File: config.mk
export PLATFORM = sky130hd
export DESIGN_NAME = tsvp_front
export DESIGN_NICKNAME = d
export VERILOG_FILES = /design/src/rtl/core/tile_sprite_video_processor_unit_defines.svh /design/src/rtl/core/tsvp_pkg.sv /design/src/rtl/core/tsvp_front.sv
export SDC_FILE = /design/constraint.sdc
export NUM_CORES = 1
export LEC_CHECK = 0
export ABC_AREA = 1
export BUFFER_PORTS_ARGS = -buffer_cell sky130_fd_sc_hd__buf_2
export CELL_PAD_IN_SITES_DETAIL_PLACEMENT = 0
export CELL_PAD_IN_SITES_GLOBAL_PLACEMENT = 1
export CORE_MARGIN = 2
export CORE_UTILIZATION = 40
export DETAILED_ROUTE_END_ITERATION = 6
export HOLD_SLACK_MARGIN = 0.06
export PLACE_DENSITY_LB_ADDON = 0.1
export SLEW_MARGIN = 20
export SYNTH_ARGS = -nofsm -noshare
export SYNTH_HDL_FRONTEND = slang
export SYNTH_SLANG_ARGS = --single-unit
File: constraint.sdc
create_clock -name clk -period 2.9 [get_ports clk]
set_input_delay 0.29 -clock clk [delete_from_list [all_inputs] [get_ports clk]]
set_output_delay 0.29 -clock clk [all_outputs]
set_load 0.005 [all_outputs]
File: src/rtl/core/tile_sprite_video_processor_unit_defines.svh
// Assertion helpers for the core RTL, used by tsvp_back.
`ifndef TILE_SPRITE_VIDEO_PROCESSOR_UNIT_DEFINES_SVH
`define TILE_SPRITE_VIDEO_PROCESSOR_UNIT_DEFINES_SVH

// pre holds on an edge -> post holds on the same edge
`define TSVP_AST_IMP(lbl, pre, post) \
lbl: assert property (@(posedge clk) disable iff (!arst_n) (pre) |-> (post)) \
else $error("tsvp check failed");

// pre holds on an edge -> post holds on the next edge
`define TSVP_AST_NXT(lbl, pre, post) \
lbl: assert property (@(posedge clk) disable iff (!arst_n) (pre) |=> (post)) \
else $error("tsvp check failed");

`endif

File: src/rtl/core/tsvp_pkg.sv
package tsvp_pkg;

	localparam int ADDR_W           = 14;
	localparam int VRAM_DEPTH       = 16384;
	localparam int LINE_WIDTH       = 256;
	localparam int SPRITE_ENTRIES   = 32;
	localparam int SPRITES_PER_LINE = 4;
	localparam int SHOWN_W          = $clog2(SPRITES_PER_LINE + 1);
	localparam int QDEPTH           = 2;   // power of two
	localparam int QP_W             = $clog2(QDEPTH);
	localparam int QC_W             = $clog2(QDEPTH + 1);

	localparam logic [2:0] OP_RD_DATA = 3'd0;
	localparam logic [2:0] OP_RD_STAT = 3'd1;
	localparam logic [2:0] OP_WR_DATA = 3'd2;
	localparam logic [2:0] OP_WR_CTRL = 3'd3;
	localparam logic [2:0] OP_VBLANK  = 3'd4;
	localparam logic [2:0] OP_RENDER  = 3'd5;

	localparam logic [1:0] CTRL_RD_ADDR = 2'd0;
	localparam logic [1:0] CTRL_WR_ADDR = 2'd1;

	localparam logic [7:0] SPR_END  = 8'hD0;
	localparam logic [7:0] SPR_WRAP = 8'hE0;

	typedef struct packed {
		logic [2:0] op;
		logic [7:0] value;
		logic [7:0] scanline;
	} tsvp_in_t;

	typedef struct packed {
		logic [7:0]  read_value;
		logic        irq_rise;
		logic [63:0] pixels;
		logic [3:0]  pixel_group;
		logic        last;
	} tsvp_out_t;

	// queue head seen by the back end
	typedef struct packed {
		logic     valid;
		tsvp_in_t item;
	} tsvp_q_t;

	// back end status seen by the front end
	typedef struct packed {
		logic clearing;
		logic pop;
	} tsvp_bk_t;

	typedef enum logic [4:0] {
		ST_CLEAR, ST_IDLE, ST_EXEC, ST_RDWAIT, ST_FIN, ST_PUSH,
		ST_FILL, ST_T_NAME, ST_T_PAT, ST_T_COL, ST_T_LATCH, ST_T_DRAW,
		ST_S_Y, ST_S_X, ST_S_N, ST_S_A, ST_S_EVAL, ST_S_P1, ST_S_P2, ST_S_DRAW,
		ST_O_RD, ST_O_PUSH
	} tsvp_state_t;

endpackage

File: src/rtl/core/tsvp_front.sv
module tsvp_front import tsvp_pkg::*; (
	input  logic     clk,
	input  logic     arst_n,
	input  tsvp_in_t req,
	input  logic     req_valid,
	output logic     req_ready,
	input  tsvp_bk_t bk,
	output tsvp_q_t  q
);

	tsvp_in_t          fifo_q [QDEPTH];
	logic [QP_W-1:0]   wp_q, rp_q;
	logic [QC_W-1:0]   cnt_q;
	logic              push;

	assign req_ready = (cnt_q != QC_W'(QDEPTH)) && !bk.clearing;
	// unused op codes are dropped here
	assign push      = req_valid && req_ready && (req.op <= OP_RENDER);
	assign q.valid   = cnt_q != '0;
	assign q.item    = fifo_q[rp_q];

	always_ff @(posedge clk or negedge arst_n) begin
		if (!arst_n) begin
			wp_q  <= '0;
			rp_q  <= '0;
			cnt_q <= '0;
		end else begin
			if (push) wp_q <= wp_q + 1'b1;
			if (bk.pop) rp_q <= rp_q + 1'b1;
			if (push && !bk.pop) cnt_q <= cnt_q + 1'b1;
			else if (!push && bk.pop) cnt_q <= cnt_q - 1'b1;
		end
	end

	always_ff @(posedge clk) begin
		if (push) fifo_q[wp_q] <= req;
	end

endmodule

Word level (Yosys, flattened, before mapping)
Memory sizes are Yosys's and may differ from the RTL's.
Index checks and enable logic that the tools add are counted.
W data, S select, Z words.

storage, ports and cells
  word-level logic and storage cells = 24
  flip-flop bits (word level) = 4
  output and inout port bits = 21
  memory bits (writable) = 38
  memories = 1

operators by class
  $add $sub $neg = 4
  mux-type cells = 4
  $lt $le $gt $ge = 1
  reduce and logical (&&, ||, !) cells = 10
  equality and inequality tests = 1

memories
  memory  depth  width  read ports  clocked after memory_dff  write ports  line              RTL
  fifo_q  2      19     1           0                         1            tsvp_front.sv:11  tsvp_in_t fifo_q [QDEPTH];

operator list
  cell                   count
  $logic_and A1 B1 Y1    5
  $mux W2                2
  $reduce_bool A2 Y1     2
  $le A3 B3 Y1 const B   1
  $logic_not A1 Y1       3
  $add A1 B1 Y1 const B  2
  $add A2 B1 Y2 const B  1
  $mux W1                2
  $ne A2 B2 Y1 const B   1
  $sub A2 B1 Y2 const B  1

Logic depth before layout (Yosys ltp)
Gate-level depths: netlist (run 1).

  depth in word-level cells = 8
  gate-level depth with buffers = 10
  gate-level depth less buffers = 10

Least setup slack after synthesis (run 1)
Ideal clock, no wire load.

  path kind = reg-to-reg
  start = register cnt_q[0]
  end = memory fifo_q[1][0] (netlist name), enable pin
  required time = 2.508 ns
  stages on the path, launching flop included = 5
  path buffers = 0
  clock period less this slack = 1.737 ns
  setup time = 0.392 ns
  data arrival time = 1.345 ns
  path slack = 1.163 ns
  cells stage by stage = dfrtp_1 -> inv_2 -> nand2_1 -> nand2_2 -> nor3_2

between the ends
  cells in the longest elaborated chain, start to end = 6

ends and longest elaborated chain
  item                               line              RTL
  from (decl)                        tsvp_front.sv:13  logic [QC_W-1:0] cnt_q;
  from (signal assigned)             tsvp_front.sv:30  if (push && !bk.pop) cnt_q <= cnt_q + 1'b1;
  from (signal assigned)             tsvp_front.sv:31  else if (!push && bk.pop) cnt_q <= cnt_q - 1'b1;
  $ne A2 B2 Y1                       tsvp_front.sv:16  assign req_ready = (cnt_q != QC_W'(QDEPTH)) && !bk.clearing;
  $logic_and A1 B1 Y1                tsvp_front.sv:16
  $logic_and A1 B1 Y1 (2 in series)  tsvp_front.sv:18  assign push = req_valid && req_ready && (req.op <= OP_RENDER);
  $mux W1                            tsvp_front.sv:36  if (push) fifo_q[wp_q] <= req;
  $mux W1 (implied by the code)      tsvp_front.sv:36
  to (decl)                          tsvp_front.sv:11

No other way between the ends.

==> out/results.txt, run 1 <==
Syn Nets - 117
Peak VDD IR - 0.387 mV
TritonRoute pass-1 iters - 4
Wire length of the first global-routing pass - 4.14 mm
Sw Share - 26.7%
Sequential share of power - 48.7%
Crit path capture type - output pin
Post-synth EDFFs - 38
Final-report hold violation count - 0
Register area share after synthesis - 72.6%
I/O pins - 45
Post-synth top cells - edfxtp_1 (38), mux2_4 (19), nand2_1 (9)
Die height - 69.4 um
Max stage delay cell, worst path - dfrtp_1
Crit path depth - 3
Ratio of cells with drive above 1 in the final layout - 53.4%
Predominant post-synthesis flop cell - edfxtp_1
Via-to-Cell Ratio - 4.54
Total clock sinks - 42
Core footprint - 4060 um^2
CP max stage delay - 0.77 ns
Final Max Tran Viols - 0
Synth Cell Area - 1710 um^2
Root Driver - clkbuf_8
Grt ovf - 0
Crit Path Class - reg -> out
CP Capture Point - q[16]
Die width - 69.4 um
Register bit total from synthesis - 42
Detail Route Antenna Nets - 0
P_sw - 0.451 mW
Worst R2R Setup Slack - 1.24 ns
Critical path data arrival time - 1.80 ns
Area grow syn2layout - 22.8%
Hold_ws - 0.188 ns
Cell Pwr Density - 803 nW/um^2
Initial Util - 42.2%
Crit path max-delay family - flip-flops
Fraction of registers with async set/reset - 9.52%
Fin crit period - 2.09 ns
Final Skew - 0.00370 ns
R2r startpoint - cnt_q[0]
Starting DRC count in detailed routing - 57
Max cap viols - 0
Ranking of synthesized cells by area - edfxtp_1 (67%), mux2_4 (17%), dfrtp_1 (5.9%)
Period utilization - 72.1%
# port buffers - 44
Worst-margin pin slew - 0.772 ns
Maximum clock path buffer count - 2
Final wirelength - 2.60 mm
CTS tree - yes
Largest net degree at the start of global routing - 20
Status - completed
Worst-path clk slew - 0.07 ns
Vias - 890
Mean Syn Cell Area - 18.6 um^2
Setup TNS - 0 ns
Num CTS Buffers - 5
CP bufs+invs - 2
Num rows - 23
RR Endpoint - fifo_q[0][10]
Clk pwr share - 22.0%
Combinational share of power - 29.3%
Post-DP HPWL - 1.84 mm
CTS H-tree depth - 2
Ant diodes - 0
# setup viols final - 0
Max-slew headroom - 48.5%
Worst reg-to-reg path cell count - 4
Synth Warn # - 0
Clk Latency, worst-skew pair - 0.28 ns
Most instantiated library cell after synthesis - edfxtp_1
Area fraction of the dominant cell type after synthesis - 66.7%
Number of global-route vias before repair - 926
Fillers - 346
RSZ-0062 raised after global routing - no
Crit Path Max Fanout - 12
Startpoint types - register
Fin nets - 170
P_leak - 0.898 nW
Routability congestion estimate - 0.653
Initial antenna violation count - 0
Cell internal pwr - 1.24 mW
Post-synthesis cell count - 92
Die area - 4810 um^2
Hold WC Path Type - in -> reg
Total track usage - 11.6%
Routed wire per std cell - 13.3 um
DRC - 0
Synth area leader - edfxtp_1
Netlist cell types - 17
Crit path required time - 2.61 ns
Crit path cell chain - buf_4 > mux2_4 > buf_2
Setup crit start - rp_q
Highest Clock Rate - 0.478 GHz
-- cell type report --
| class | instances | area [um^2] | share of cell area [%] |
|---|---|---|---|
| flip-flops and latches | 42 | 1240 | 59.1 |
| inverters | 9 | 33.8 | 1.61 |
| repair buffers | 48 | 253 | 12.0 |
| clock buffers | 7 | 86.3 | 4.11 |
| clock inverters | 1 | 5.00 | 0.238 |
| multi-input cells | 39 | 419 | 20.0 |
| well taps | 50 | 62.6 | 2.98 |
-- cell families after synthesis --
logic type / count (synthesis) / synth area share (%)
flops: 42 / 72.6
mux: 19 / 16.7
simple gates: 15 / 4.10
buf+inv: 11 / 3.29
compound gates: 2 / 1.61
xor+xnor: 2 / 1.02
fa+ha+maj: 1 / 0.731
-- power by group through the flow --
stage | registers, mW | clock network, mW | logic (mW)
2_1_floorplan | 0.790 | 0 | 0.386
3_3_place_gp | 0.831 | 0 | 0.498
3_5_place_dp | 0.839 | 0 | 0.505
4_1_cts | 0.825 | 0.387 | 0.509
5_1_grt | 0.832 | 0.418 | 0.540
6_report | 0.821 | 0.371 | 0.495
-- metal layers --
layer	GRT usage (%)	share of wire, %
met3	4.94	6.1
met1	12.8	42
met4	5.23	0.31
met2	19.4	52
met5	0	0
-- worst min path at each step --
stage	to	depth (start not counted)	startpoint	slack (ns)
floorplan	cnt_q[0]	0	arst_n	-0.006
global placement	cnt_q[1]	1	arst_n	0.11
detailed placement	cnt_q[1]	1	arst_n	0.10
CTS	fifo_q[0][9]	1	req[9]	0.18
global route	fifo_q[0][11]	1	req[11]	0.17
finish	fifo_q[0][11]	1	req[11]	0.19
-- sequential cells by signal, summed over array words and instances, names as in the netlist --
| name | count |
|---|---|
| rp_q | 1 |
| fifo_q | 38 |
| cnt_q | 2 |
| wp_q | 1 |
-- timing repair --
action                                 in CTS  in global routing
hold buffers                                1                  0
gates resized for setup                     0                  0
buffers inserted                            0                  0
endpoints found under the hold margin       4                  0
-- stage by stage --
| step | util (%) | worst slack (ns) | instance area (um^2) | instances | power (mW) |
|---|---|---|---|---|---|
| final | 51.8 | 0.808 | 2100 | 196 | 1.69 |
| after global routing | 51.8 | 0.697 | 2100 | 196 | 1.79 |
| after CTS | 51.8 | 0.747 | 2100 | 196 | 1.72 |
| after detailed placement | 49.3 | 1.05 | 2000 | 187 | 1.34 |
| after global placement | 49.3 | 1.12 | 2000 | 187 | 1.33 |
| after floorplan | - | 1.16 | 1710 | 92 | 1.18 |
-- worst register-to-register path: cells and delay by family, from the launching register on --
kind / cells / cell delay [ns]
DFF: 1 / 0.41
and+or+nand+nor: 1 / 0.09
buffers and inverters: 2 / 0.65
AOI/OAI and AO/OA: 1 / 0.12
-- cells in the final DEF (no fill, tap or decap), drive strengths merged --
master	netlist	routed
a21oi	1	1
buf	2	47
clkbuf	0	7
clkinv	0	1
dfrtp	4	4
dlygate4sd3	0	1
edfxtp	38	38
ha	1	1
inv	9	9
mux2	19	19
nand2	10	10
nand3	2	2
nand4	1	1
nor2	1	1
nor3	1	1
o21bai	1	1
xnor2	1	1
xor2	1	1
Note: power is estimated with default switching activity, not from simulation.
==> run 2, diff against run 1 <==
==> constraint.sdc (replaced) <==
create_clock -name clk -period 2.1 [get_ports clk]
set_input_delay 0.21 -clock clk [delete_from_list [all_inputs] [get_ports clk]]
set_output_delay 0.21 -clock clk [all_outputs]
set_load 0.005 [all_outputs]
==> run 2 against run 1 <==
Against the previous run:
- final area rose by 0.66%
- sequential share of layout area down 0.38 points
- clock power increased by 28%
- register-to-register slack worse by 0.58 ns
- first-iteration DRC count fell by 21%
- utilization grew 0.34 points
- count of clock-buffer cells in the layout shrank 1
- critical endpoint is now q[5]
- largest cell class unchanged
==> out/results.txt, run 2 (same netlist as run 1, synthesis figures left out) <==
Crit Path Class - reg -> out
R2r startpoint - cnt_q[0]
Peak VDD IR - 0.573 mV (+48%)
Final Max Tran Viols - 0 (unchanged)
Number of global-route vias before repair - 938 (+1.3%)
Fillers - 342 (-1.2%)
Hold WC Path Type - in -> reg
Routed wire per std cell - 13.4 um (+1.3%)
Max cap viols - 0 (unchanged)
RR Endpoint - cnt_q[1]
Multi-input gate area - 419 um^2 (unchanged)
CTS Hold Bufs - 1 (unchanged)
Metal-1 WL - 1.07 mm (-1.2%)
Die height - 69.4 um (unchanged)
Largest register FFs - 38 (unchanged)
Fin crit period - 1.55 ns
DRC - 0 (unchanged)
Biggest register - fifo_q
Vias - 895 (+0.56%)
I/O pins - 45 (unchanged)
Worst-margin pin slew - 0.244 ns (-0.528 ns)
# port buffers - 44 (unchanged)
Largest net degree at the start of global routing - 14 (-30%)
TritonRoute pass-1 iters - 3 (-1)
Min-Delay Path Depth - 1 (unchanged)
Via-to-Cell Ratio - 4.50 (-0.95%)
Clk Latency, worst-skew pair - 0.28 ns (about the same)
Met2 WL post-DR - 1.40 mm (+3.9%)
Max-slew headroom - 83.8% (+35 points)
Initial antenna violation count - 0 (unchanged)
Reg area - 1240 um^2 (unchanged)
Post-DP HPWL - 1.97 mm (+6.9%)
Core footprint - 4060 um^2 (unchanged)
Status - completed
Worst Hold Endpoint - fifo_q[0][5]
Area grow syn2layout - 23.6%
Critical path data arrival time - 1.34 ns (-0.46 ns)
Fin nets - 173 (+1.8%)
Top Registers - fifo_q: 38 flops, cnt_q: 2 flops
Post-CTS Resized - 0 (unchanged)
Setup Fix Bufs, Post-CTS - 0 (unchanged)
Routability congestion estimate - 0.638 (-2.3%)
Ant diodes - 0 (unchanged)
Total track usage - 11.7% (+0.13 points)
Crit Path Max Fanout - 13 (+1)
Hold Startpoint - req[5]
P_leak - 0.911 nW (+1.4%)
Most common cell after layout, fill and taps aside - buf_2
Die width - 69.4 um (unchanged)
Die area - 4810 um^2 (unchanged)
Worst reg-to-reg path cell count - 9 (+5)
Metal3 WL - 149 um (-5.7%)
Crit path required time - 1.89 ns (-0.72 ns)
Cell Pwr Density - 1090 nW/um^2 (+36%)
Worst-path clk slew - 0.07 ns (about the same)
Final-report hold violation count - 0 (unchanged)
Num CTS Buffers - 5 (unchanged)
Starting DRC count in detailed routing - 45 (-21%)
Setup TNS - 0 ns (unchanged)
Grt ovf - 0 (unchanged)
Ratio of cells with drive above 1 in the final layout - 54.4% (+0.94 points)
CTS tree - yes
Num rows - 23 (unchanged)
Initial Util - 42.2% (unchanged)
Final Skew - 0.00434 ns (+0.000643 ns)
Max stage delay cell, worst path - dfrtp_1
Overall power - 2.30 mW (+37%)
Detail Route Antenna Nets - 0 (unchanged)
Period utilization - 74.0%
Crit path capture type - output pin
RSZ-0062 raised after global routing - no
Final wirelength - 2.67 mm (+2.8%)
Maximum clock path buffer count - 2 (unchanged)
Startpoint types - register
Worst R2R Setup Slack - 0.66 ns (-0.58 ns)
Crit path cell chain - buf_4 > mux2_4 > buf_2
Root Driver - clkbuf_8
Uppermost layer routed - met4
# setup viols final - 0 (unchanged)
Most frequent cells in the layout - buf_2 (44), edfxtp_1 (38), mux2_4 (19)
CTS H-tree depth - 2 (unchanged)
Total clock sinks - 42 (unchanged)
Wire length of the first global-routing pass - 4.26 mm (+3.0%)
Highest Clock Rate - 0.643 GHz
CP max stage delay - 0.35 ns (-0.42 ns)
-- run 2: changes by cell type in the layout (fill, tap and decap cells not counted), sizes merged --
cell | before | now
buf | 47 | 50
clkbuf | 7 | 6
clkinv | 1 | 2
-- run 2: worst max-delay path: cells and delay by family (launching register included) --
family | cells | cell delay, ns
buffers and inverters | 2 | 0.39
flip-flops | 1 | 0.35
multiplexers | 1 | 0.32
-- run 2: report_power, final --
group          leakage [nW]  total, mW  internal, mW  switching, mW
Clock                0.0450      0.474         0.230          0.244
Sequential            0.393       1.08          1.03         0.0480
Combinational         0.473      0.753         0.420          0.333
-- run 2: through the flow --
step | hold WS [ns] | setup WS (ns) | area, um^2 | cells | utilization [%]
5_1_grt | 0.0938 | 0.471 | 2110 | 199 | 52.1
4_1_cts | 0.0968 | 0.520 | 2110 | 199 | 52.1
2_1_floorplan | -0.0856 | 0.363 | 1710 | 92 | -
3_5_place_dp | 0.0280 | 0.680 | 2020 | 190 | 49.8
3_3_place_gp | 0.0248 | 0.732 | 2020 | 190 | 49.8
6_report | 0.109 | 0.546 | 2110 | 199 | 52.1
-- run 2: how the worst max path moves through the flow --
stage                  start           end  depth (start not counted)
floorplan           cnt_q[0]  fifo_q[1][0]                          4
global placement    cnt_q[0]      cnt_q[1]                          9
detailed placement  cnt_q[0]      cnt_q[1]                          9
CTS                     rp_q          q[1]                          3
global route            rp_q          q[5]                          3
finish                  rp_q          q[5]                          3
-- run 2: area by class of cell --
| cell class | instances | share of cell area [%] |
|---|---|---|
| repair buffers | 51 | 13.0 |
| inverters | 9 | 1.60 |
| well taps | 50 | 2.96 |
| clock inverters | 2 | 0.473 |
| flip-flops and latches | 42 | 58.7 |
| clock buffers | 6 | 3.43 |
| multi-input cells | 39 | 19.8 |
-- run 2: metal layers --
metal	up-vias	global-route usage [%]
met2	27	20.4
met1	418	12.5
met4	0	5.23
met3	4	4.65
met5	-	0
li1	446	-
